[src/hdl/fcsb_pkg.sv]
// ----------------------------------------------------------------------------
// fcsb_pkg: shared types and constants
// Plane register layout, configuration indexes and the volume record that
// travels from the input register into the plane lanes.
// ----------------------------------------------------------------------------
`default_nettype none

package fcsb_pkg;

    // Number of plane registers and the planes kept in ignore-depth mode
    localparam int PLANE_REGS        = 6;
    localparam int DEPTH_FREE_PLANES = 4;

    // Normals are Q1.14; d and radius are scaled up by this many bits
    localparam int NORMAL_FRAC = 14;

    localparam int CFG_IDX_W = 3;
    localparam int CFG_DATA_W = 64;

    // Configuration register indexes (planes 0..5 use their own number)
    localparam logic [CFG_IDX_W-1:0] CFG_IGNORE_DEPTH = 3'd6;

    // Volume kinds
    localparam logic OP_SPHERE = 1'b0;
    localparam logic OP_BOX    = 1'b1;

    typedef logic [CFG_DATA_W-1:0] t_plane_word;

    typedef struct packed {
        logic               is_box;
        logic signed [15:0] a_x;
        logic signed [15:0] a_y;
        logic signed [15:0] a_z;
        logic signed [15:0] b_x;
        logic signed [15:0] b_y;
        logic signed [15:0] b_z;
        logic        [14:0] radius;
    } t_volume;

endpackage : fcsb_pkg

`default_nettype wire

[src/hdl/fcsb_cfg_regs.sv]
// ----------------------------------------------------------------------------
// fcsb_cfg_regs: plane and mode registers
// Holds the packed frustum planes and the ignore-depth flag, written through
// a plain write port. Writes to an index past the list are dropped.
// ----------------------------------------------------------------------------
`default_nettype none

module fcsb_cfg_regs
    import fcsb_pkg::*;
(
    input  wire logic                 i_clk,
    input  wire logic                 i_rst_n,
    input  wire logic                 i_cfg_we,
    input  wire logic [CFG_IDX_W-1:0] i_cfg_index,
    input  wire logic [CFG_DATA_W-1:0] i_cfg_data,
    output t_plane_word               o_plane_word [PLANE_REGS],
    output logic                      o_ignore_depth
);

    t_plane_word r_plane_word [PLANE_REGS];
    logic        r_ignore_depth;

    always_ff @(posedge i_clk) begin
        if (!i_rst_n) begin
            for (int i = 0; i < PLANE_REGS; i++) begin
                r_plane_word[i] <= '0;
            end
            r_ignore_depth <= 1'b0;
        end else if (i_cfg_we) begin
            for (int i = 0; i < PLANE_REGS; i++) begin
                if (i_cfg_index == CFG_IDX_W'(i)) begin
                    r_plane_word[i] <= i_cfg_data;
                end
            end
            if (i_cfg_index == CFG_IGNORE_DEPTH) begin
                r_ignore_depth <= i_cfg_data[0];
            end
        end
    end

    assign o_plane_word   = r_plane_word;
    assign o_ignore_depth = r_ignore_depth;

endmodule : fcsb_cfg_regs

`default_nettype wire

[config.mk]
export PLATFORM = sky130hd
export DESIGN_NAME = fcsb_cfg_regs
export DESIGN_NICKNAME = d
export VERILOG_FILES = /design/src/hdl/fcsb_pkg.sv /design/src/hdl/fcsb_cfg_regs.sv
export SDC_FILE = /design/constraint.sdc
export NUM_CORES = 1
export LEC_CHECK = 0
export ABC_AREA = 1
export CAP_MARGIN = 20
export CELL_PAD_IN_SITES_DETAIL_PLACEMENT = 0
export CELL_PAD_IN_SITES_GLOBAL_PLACEMENT = 2
export CORE_ASPECT_RATIO = 0.8
export CORE_MARGIN = 2
export CORE_UTILIZATION = 30
export DETAILED_ROUTE_END_ITERATION = 10
export DONT_BUFFER_PORTS = 1
export GPL_TIMING_DRIVEN = 0
export PLACE_DENSITY_LB_ADDON = 0.05
export SYNTH_ARGS = -nofsm -noshare
export SYNTH_HDL_FRONTEND = slang
export SYNTH_SLANG_ARGS = --single-unit
[constraint.sdc]
create_clock -name i_clk -period 0.9 [get_ports i_clk]
set_input_delay 0.045 -clock i_clk [delete_from_list [all_inputs] [get_ports i_clk]]
set_output_delay 0.045 -clock i_clk [all_outputs]
set_load 0.05 [all_outputs]
==> impl_metrics.json <==
{
  "drt_iter0_drc": 657,
  "syn_avg_cell_area_sq_um": 6.954,
  "postSynthCellCount": 2173,
  "root_buffer": "clkbuf_16",
  "setup_ws_ns": -0.1817,
  "hold_viol": 12,
  "diodes": 0,
  "synth_largest_area_cell": "dfxtp_1",
  "finalCritPeriodShare_pct": 120.2,
  "worstPathMaxFanout": 2,
  "failed_checks": "negative hold slack, negative setup slack",
  "antenna_found_initial": 2,
  "dp_cells": 2848,
  "via_per_inst": 4.717,
  "relSlewSlack_pct": 58.52,
  "power_leakage_nw": 8.141,
  "post-route-drc-count": 0,
  "yosysUniqueCellTypes": 13,
  "layout_common_cells": "772 x nor2_1, 389 x nand2_1, 385 x nand3_1, 385 x dfxtp_4, 118 x buf_2",
  "grt_first_pass_wirelength_um": 91830,
  "globalplace.congestion": 0.8229,
  "clock_skew_ns": 0,
  "synth_top_area_share_pct": 51.00,
  "critPathLaunchType": "register",
  "yosysSeqAreaShare_pct": 51.00,
  "io_pins": 455,
  "filler_cell_count": 5374,
  "yosys_warnings": 0,
  "detail-route-antenna-nets": 0,
  "worstSetupEndpointType": "primary output",
  "p_total_w": 0.04076,
  "die_h_um": 204.7,
  "num_vias": 14142,
  "postSynthNetCount": 2243,
  "fmax_mhz": 924.4,
  "die-width_um": 254.9,
  "grt_usage_pct": 24.06,
  "clkLatencyLatePin_ns": 0.56,
  "ys_ff_latch": 385,
  "synth_area_sq_um": 15110,
  "min_path_type": "input port to register",
  "syn_to_final_growth_pct": 29.51,
  "ys_top_cells_by_area": "dfxtp_1 51%, nor2_1 19%, nand3_1 13%, nand2_1 9.7%, buf_2 3.9%",
  "io_buffers": 0,
  "wire_per_inst_um": 21.46,
  "gr-total-overflow": 0,
  "drive_gt1_share_pct": 26.00,
  "fin_nets": 2363,
  "finalNonFillerCells": 2998,
  "grt_pass1_vias": 13472,
  "critical_path_class": "register to primary output",
  "place_area_sq_um": 15970,
  "maxCapViolCount": 0,
  "dieArea_sq_um": 52200,
  "maxSlewViolCount": 0,
  "worst_hold_slack_ns": -0.1088,
  "rsz0062_at_grt": "yes",
  "setup_violations": 385,
  "path_clk_slew_ns": 0.06,
  "power_density_nw_per_um2": 2083,
  "dp_hpwl_um": 46380,
  "required_ns": 0.85,
  "tightest_slew_ns": 0.6221,
  "finalSetupTns_ns": -60.03,
  "initial_core_util_pct": 30.41,
  "h-tree-depth": 2,
  "first_pass_iters": 5,
  "grt_max_degree": 13,
  "core-area_sq_um": 49690,
  "numCtsBuffers": 44,
  "final_common_cell": "nor2_1",
  "drt_wl_total_um": 64340,
  "crit_arrival_ns": 1.04,
  "vdd_ir_drop_max_mv": 1.107,
  "tritoncts": "done",
  "status": "complete, but fails checks",
  "stdcell_area_sq_um": 19570,
  "fp-row-count": 73,
  "clock_path_buffers": 3,
  "min_period_ns": 1.082,
  "clkSinkCount": 385
}
==> registers in the layout, indices dropped and copies added (netlist names) <==
signal	flops
o_plane_word	384
o_ignore_depth	1
==> path summary, 6_finish.rpt <==
| path | from | to | slack [ns] | depth (start not counted) |
|---|---|---|---|---|
| worst max-delay path | o_plane_word[196]$_SDFFE_PN0P_ | o_plane_word[196] | -0.18 | 0 |
| worst min-delay path | i_cfg_index[1] | o_plane_word[191]$_SDFFE_PN0P_ | -0.11 | 4 |
| worst max register to register | o_plane_word[60]$_SDFFE_PN0P_ | o_plane_word[60]$_SDFFE_PN0P_ | 0.19 | 2 |
| worst min register to register | o_plane_word[86]$_SDFFE_PN0P_ | o_plane_word[86]$_SDFFE_PN0P_ | 0.59 | 2 |
==> through the flow <==
stage	utilization, %	setup WS, ns
final	39.39	-0.1817
after global routing	39.39	-0.2200
after CTS	39.24	-0.2285
after detailed placement	32.13	-1.030
after global placement	32.13	-1.027
after floorplan	-	-0.001595
==> cells by family (layout without fill, tap and decap cells) <==
logic type,after synthesis,count (layout),synth area share [%]
simple gates,1555,1555,42.14
flops,385,385,51.00
buf+inv,232,382,6.822
compound gates,1,1,0.03309
==> timing repair <==
item                                    in CTS  in global routing
resized for setup                          778                 18
endpoints found under the hold margin      385                 12
hold buffers                                69                  1
endpoints found under the setup margin     767                454
pin swaps                                    0                  2
buffers inserted                             0                  6
==> metal layers <==
metal | global-route usage [%] | vias to the layer above | part of all wire, %
met5 | 0 | - | 0
met2 | 39.24 | 345 | 46
met1 | 30.34 | 6682 | 43
met4 | 6.307 | 0 | 2.2
li1 | - | 7042 | -
met3 | 8.069 | 73 | 8.4
==> final cells by class <==
| class | count | area, sq um | area share (%) |
|---|---|---|---|
| multi-input cells | 1556 | 6376 | 32.58 |
| well taps | 675 | 844.6 | 4.315 |
| clock buffers | 71 | 1334 | 6.815 |
| flip-flops and latches | 385 | 9153 | 46.77 |
| clock inverters | 5 | 50.05 | 0.2557 |
| inverters | 70 | 262.8 | 1.343 |
| plain buffers | 162 | 813.3 | 4.155 |
| repair buffers | 74 | 738.2 | 3.772 |
==> cells in the mapped netlist <==
cell type / number
inv_1: 68
nand2_1: 389
buf_2: 119
buf_1: 12
buf_4: 3
a21oi_1: 1
nor2_1: 773
nand3_1: 385
nor2_4: 6
dfxtp_1: 385
clkbuf_1: 28
inv_2: 2
nand2_2: 2
==> power breakdown <==
group,internal (W),switching [W]
Combinational,0.00111,0.00242
Sequential,0.0170,0.00264
Clock,0.0103,0.00728
Total,0.0284,0.0123
(Power assumes the default switching activity.)
