**src/hdl/fcsb_pkg.sv**
```systemverilog
// ----------------------------------------------------------------------------
// fcsb_pkg: shared types and constants
// Plane register layout, configuration indexes and the volume record that
// travels from the input register into the plane lanes.
// ----------------------------------------------------------------------------
`default_nettype none

package fcsb_pkg;

    // Number of plane registers and the planes kept in ignore-depth mode
    localparam int PLANE_REGS        = 6;
    localparam int DEPTH_FREE_PLANES = 4;

    // Normals are Q1.14; d and radius are scaled up by this many bits
    localparam int NORMAL_FRAC = 14;

    localparam int CFG_IDX_W = 3;
    localparam int CFG_DATA_W = 64;

    // Configuration register indexes (planes 0..5 use their own number)
    localparam logic [CFG_IDX_W-1:0] CFG_IGNORE_DEPTH = 3'd6;

    // Volume kinds
    localparam logic OP_SPHERE = 1'b0;
    localparam logic OP_BOX    = 1'b1;

    typedef logic [CFG_DATA_W-1:0] t_plane_word;

    typedef struct packed {
        logic               is_box;
        logic signed [15:0] a_x;
        logic signed [15:0] a_y;
        logic signed [15:0] a_z;
        logic signed [15:0] b_x;
        logic signed [15:0] b_y;
        logic signed [15:0] b_z;
        logic        [14:0] radius;
    } t_volume;

endpackage : fcsb_pkg

`default_nettype wire

```
**src/hdl/fcsb_plane_lane.sv**
```systemverilog
// ----------------------------------------------------------------------------
// fcsb_plane_lane: one plane test
// Forms the three normal products (positive vertex for boxes), registers
// them with the bias, then scales the bias, sums and compares against zero.
// ----------------------------------------------------------------------------
`default_nettype none

module fcsb_plane_lane
    import fcsb_pkg::*;
(
    input  wire logic        i_clk,
    input  wire logic        i_en,
    input  wire t_plane_word i_plane_word,
    input  wire t_volume     i_volume,
    output logic            o_culled
);

    localparam int PROD_W = 32;
    localparam int BIAS_W = 17;
    localparam int SUM_W  = 34;

    logic signed [15:0]       w_n    [3];
    logic signed [15:0]       w_a    [3];
    logic signed [15:0]       w_b    [3];
    logic signed [PROD_W-1:0] w_pa   [3];
    logic signed [PROD_W-1:0] w_pb   [3];
    logic signed [PROD_W-1:0] n_term [3];
    logic signed [BIAS_W-1:0] n_bias;
    logic signed [PROD_W-1:0] r_term [3];
    logic signed [BIAS_W-1:0] r_bias;
    logic signed [SUM_W-1:0]  w_sum;

    always_comb begin
        w_n[0] = $signed(i_plane_word[15:0]);
        w_n[1] = $signed(i_plane_word[31:16]);
        w_n[2] = $signed(i_plane_word[47:32]);
        w_a[0] = i_volume.a_x;
        w_a[1] = i_volume.a_y;
        w_a[2] = i_volume.a_z;
        w_b[0] = i_volume.b_x;
        w_b[1] = i_volume.b_y;
        w_b[2] = i_volume.b_z;
        for (int k = 0; k < 3; k++) begin
            w_pa[k] = w_n[k] * w_a[k];
            w_pb[k] = w_n[k] * w_b[k];
            // positive vertex: take the larger product on each axis
            if (i_volume.is_box == OP_BOX && w_pb[k] > w_pa[k]) begin
                n_term[k] = w_pb[k];
            end else begin
                n_term[k] = w_pa[k];
            end
        end
        // sphere: n.c + d + r <= 0; box: positive vertex + d <= 0
        n_bias = BIAS_W'($signed(i_plane_word[63:48]));
        if (i_volume.is_box == OP_SPHERE) begin
            n_bias = n_bias + $signed({2'b00, i_volume.radius});
        end
    end

    always_ff @(posedge i_clk) begin
        if (i_en) begin
            r_term <= n_term;
            r_bias <= n_bias;
        end
    end

    always_comb begin
        w_sum = SUM_W'(r_term[0]) + SUM_W'(r_term[1]) + SUM_W'(r_term[2])
              + (SUM_W'(r_bias) <<< NORMAL_FRAC);
        o_culled = (w_sum <= 0);
    end

endmodule : fcsb_plane_lane

`default_nettype wire

```
**config.mk**
```make
export PLATFORM = sky130hd
export DESIGN_NAME = fcsb_plane_lane
export DESIGN_NICKNAME = d
export VERILOG_FILES = /design/src/hdl/fcsb_pkg.sv /design/src/hdl/fcsb_plane_lane.sv
export SDC_FILE = /design/constraint.sdc
export NUM_CORES = 2
export LEC_CHECK = 0
export BUFFER_PORTS_ARGS = -buffer_cell sky130_fd_sc_hd__buf_4
export CAP_MARGIN = 25
export CORE_MARGIN = 2
export CORE_UTILIZATION = 25
export CTS_CLUSTER_DIAMETER = 100
export DETAILED_ROUTE_END_ITERATION = 6
export PLACE_DENSITY_LB_ADDON = 0.08
export REMOVE_ABC_BUFFERS = 1
export SKIP_CTS_REPAIR_TIMING = 1
export SKIP_LAST_GASP = 1
export SLEW_MARGIN = 25
export SYNTH_ARGS = -nofsm -noshare
export SYNTH_HDL_FRONTEND = slang
export SYNTH_SLANG_ARGS = --single-unit
```
**constraint.sdc**
```tcl
create_clock -name i_clk -period 12.5 [get_ports i_clk]
set_clock_uncertainty 0.05 [all_clocks]
set_input_delay 1.25 -clock i_clk [delete_from_list [all_inputs] [get_ports i_clk]]
set_output_delay 1.25 -clock i_clk [all_outputs]
set_load 0.005 [all_outputs]
```
==> flow_summary.json <==
{
  "cpPeakStageDelay_ns": 0.70,
  "postRouteAntennaNets": 0,
  "status": "finished, final reports clean",
  "vias_per_cell": 4.375,
  "cts_made_buffers": 25,
  "grt_pass1_wl_mm": 330.7,
  "yosysWarnings": 0,
  "clock.fmax_ghz": 0.09606,
  "fin_crit_ns": 10.41,
  "grt_max_degree": 61,
  "worst-path-max-fanout": 40,
  "end_kind": "register",
  "dr.pass1.iters": 5,
  "cp-endpoint": "r_term[40]",
  "async_flop_share_pct": 0,
  "cts_root_buf": "clkbuf_16",
  "routed_wl_mm": 205.9,
  "wire_per_inst_um": 18.66,
  "syn_area_mm2": 0.06886,
  "hpwl_mm": 171.4,
  "finalCritPeriodShare_pct": 83.29,
  "drive_gt1_share_pct": 3.493,
  "nets": 9888,
  "synth.top_cell.area_share_pct": 47.24,
  "min_path_type": "input port to register",
  "port_buffers": 178,
  "num_rows": 192,
  "maxSlewViolCount": 0,
  "crit_arrival_ns": 10.57,
  "synth_area_leaders": "fa_1, ha_1, inv_1",
  "slew-limit-headroom_pct": 25.80,
  "cts.sinks": 113,
  "cts_tree": "built",
  "startpoint_type": "input port",
  "cpMaxStageDelayCell": "nor2_4",
  "antenna_found_initial": 9,
  "synth_area_per_cell_um2": 9.200,
  "area_growth_pct": 8.124,
  "synth_ff_type": "edfxtp_1",
  "setup_tns_ns": 0,
  "final.setup.worst_slack_ns": 2.089,
  "ctsLongestPathBuffers": 3,
  "h-tree-depth": 4,
  "grt-ovfl-total": 0,
  "drt_iter0_markers": 2033,
  "top_level_ports": 179,
  "gp_congestion": 0.8011,
  "synth_area_leader_cell": "fa_1",
  "grt_pass1_vias": 54880,
  "clk_pin_slew_ns": 0.05,
  "die_w_um": 528.8,
  "yosysSeqAreaShare_pct": 4.928,
  "critical_path_class": "input port to register",
  "final_cell_mix": "inv_1, fa_1, nand2_1",
  "maxCapViolations": 0,
  "final_core_util_pct": 27.19,
  "synth_cells": 7485,
  "core_area_mm2": 0.2739,
  "finalSetupViolCount": 0,
  "final_common_cell": "inv_1",
  "die_area_mm2": 0.2797,
  "vias": 48280,
  "track_usage_pct": 15.33,
  "dieHeight_um": 528.8,
  "synth_edf_count": 113,
  "hold_viol_final": 0,
  "crit_top_cell": "fa_1",
  "rsz0062_at_grt": "false",
  "ys_seq_elements": 113,
  "cp.required_ns": 12.66,
  "ys_types": 74,
  "dp_slack_ns": 1.575,
  "drc": 0,
  "start_util_pct": 25.14,
  "tightestPinTransition_ns": 1.101,
  "startpoint": "i_plane_word[26]"
}
==> cells by family (layout without fill, tap and decap cells) <==
group	count (synthesis)	count (layout)	synth area share [%]
xor gates and xnor gates	238	238	3.027
AOI/OAI and AO/OA	655	655	6.056
adders and majority gates	2272	2272	59.00
other	0	4	0
buffers and inverters	2084	2042	11.38
and+or+nand+nor	2079	2079	14.95
DFF	113	113	4.928
muxes	44	44	0.6669
==> worst max-delay path: cells and delay by family <==
kind	cells	cell delay [ns]
simple gates	6	1.39
xor+xnor	2	0.72
fa+ha+maj	8	3.70
compound gates	12	2.61
buf+inv	4	0.87
==> Yosys cell counts, drive strengths merged, types with 8 or more instances <==
master	instances
and3	22
a211o	10
or2	12
or3	8
inv	1822
clkbuf	256
a21oi	174
a211oi	20
o21a	31
o21ai	184
a2111oi	9
o31ai	12
o211ai	15
nor2	185
nand2b	64
xnor2	165
mux2i	29
fa	1625
nand4	33
xor2	73
nor4	12
mux2	15
nand3	35
nor2b	41
nand2	880
edfxtp	113
o21bai	28
and2	736
nor3	34
ha	647
a21o	83
a31oi	19
==> registers in the layout, summed over array words and instances (netlist names) <==
name    count
r_bias     17
r_term     96
==> per-stage QoR <==
step,instance area [um^2],std cells,hold WS (ns)
5_1_grt,74450,11040,1.027
3_3_place_gp,73790,11000,1.517
2_1_floorplan,67860,7223,1.313
6_report,74450,11040,1.020
3_5_place_dp,73790,11000,1.509
4_1_cts,74440,11030,0.9949
==> worst min-delay path by stage <==
stage	start	to	depth (start not counted)
final	i_plane_word[54]	r_bias[6]	3
after global routing	i_plane_word[62]	r_bias[14]	3
after CTS	i_plane_word[54]	r_bias[6]	3
after detailed placement	i_plane_word[54]	r_bias[6]	3
after global placement	i_plane_word[62]	r_bias[14]	3
after floorplan	i_en	r_bias[0]	0
==> layout make-up <==
| type | count | area (um^2) |
|---|---|---|
| clock buffers | 26 | 629.4 |
| well taps | 3589 | 4491 |
| multi-input cells | 5288 | 57650 |
| diodes | 4 | 10.01 |
| clock inverters | 6 | 25.02 |
| fillers | 29580 | 199400 |
| flip-flops and latches | 113 | 3393 |
| inverters | 1822 | 6839 |
| repair buffers | 188 | 1411 |
==> layer usage <==
layer  track usage, %  vias to the layer above  share of wire [%]  routed length [um]
li1                 -                    22250                  -                   -
met3            1.136                      106                2.9                5882
met1            21.29                    25270                 47               95940
met2            26.49                      665                 49              100900
met5                0                        -                  0                   0
met4            2.136                        0                1.5                3139
Power is not shown: default switching activity piles up to over one toggle a cycle in this logic, so the estimate is an artifact.
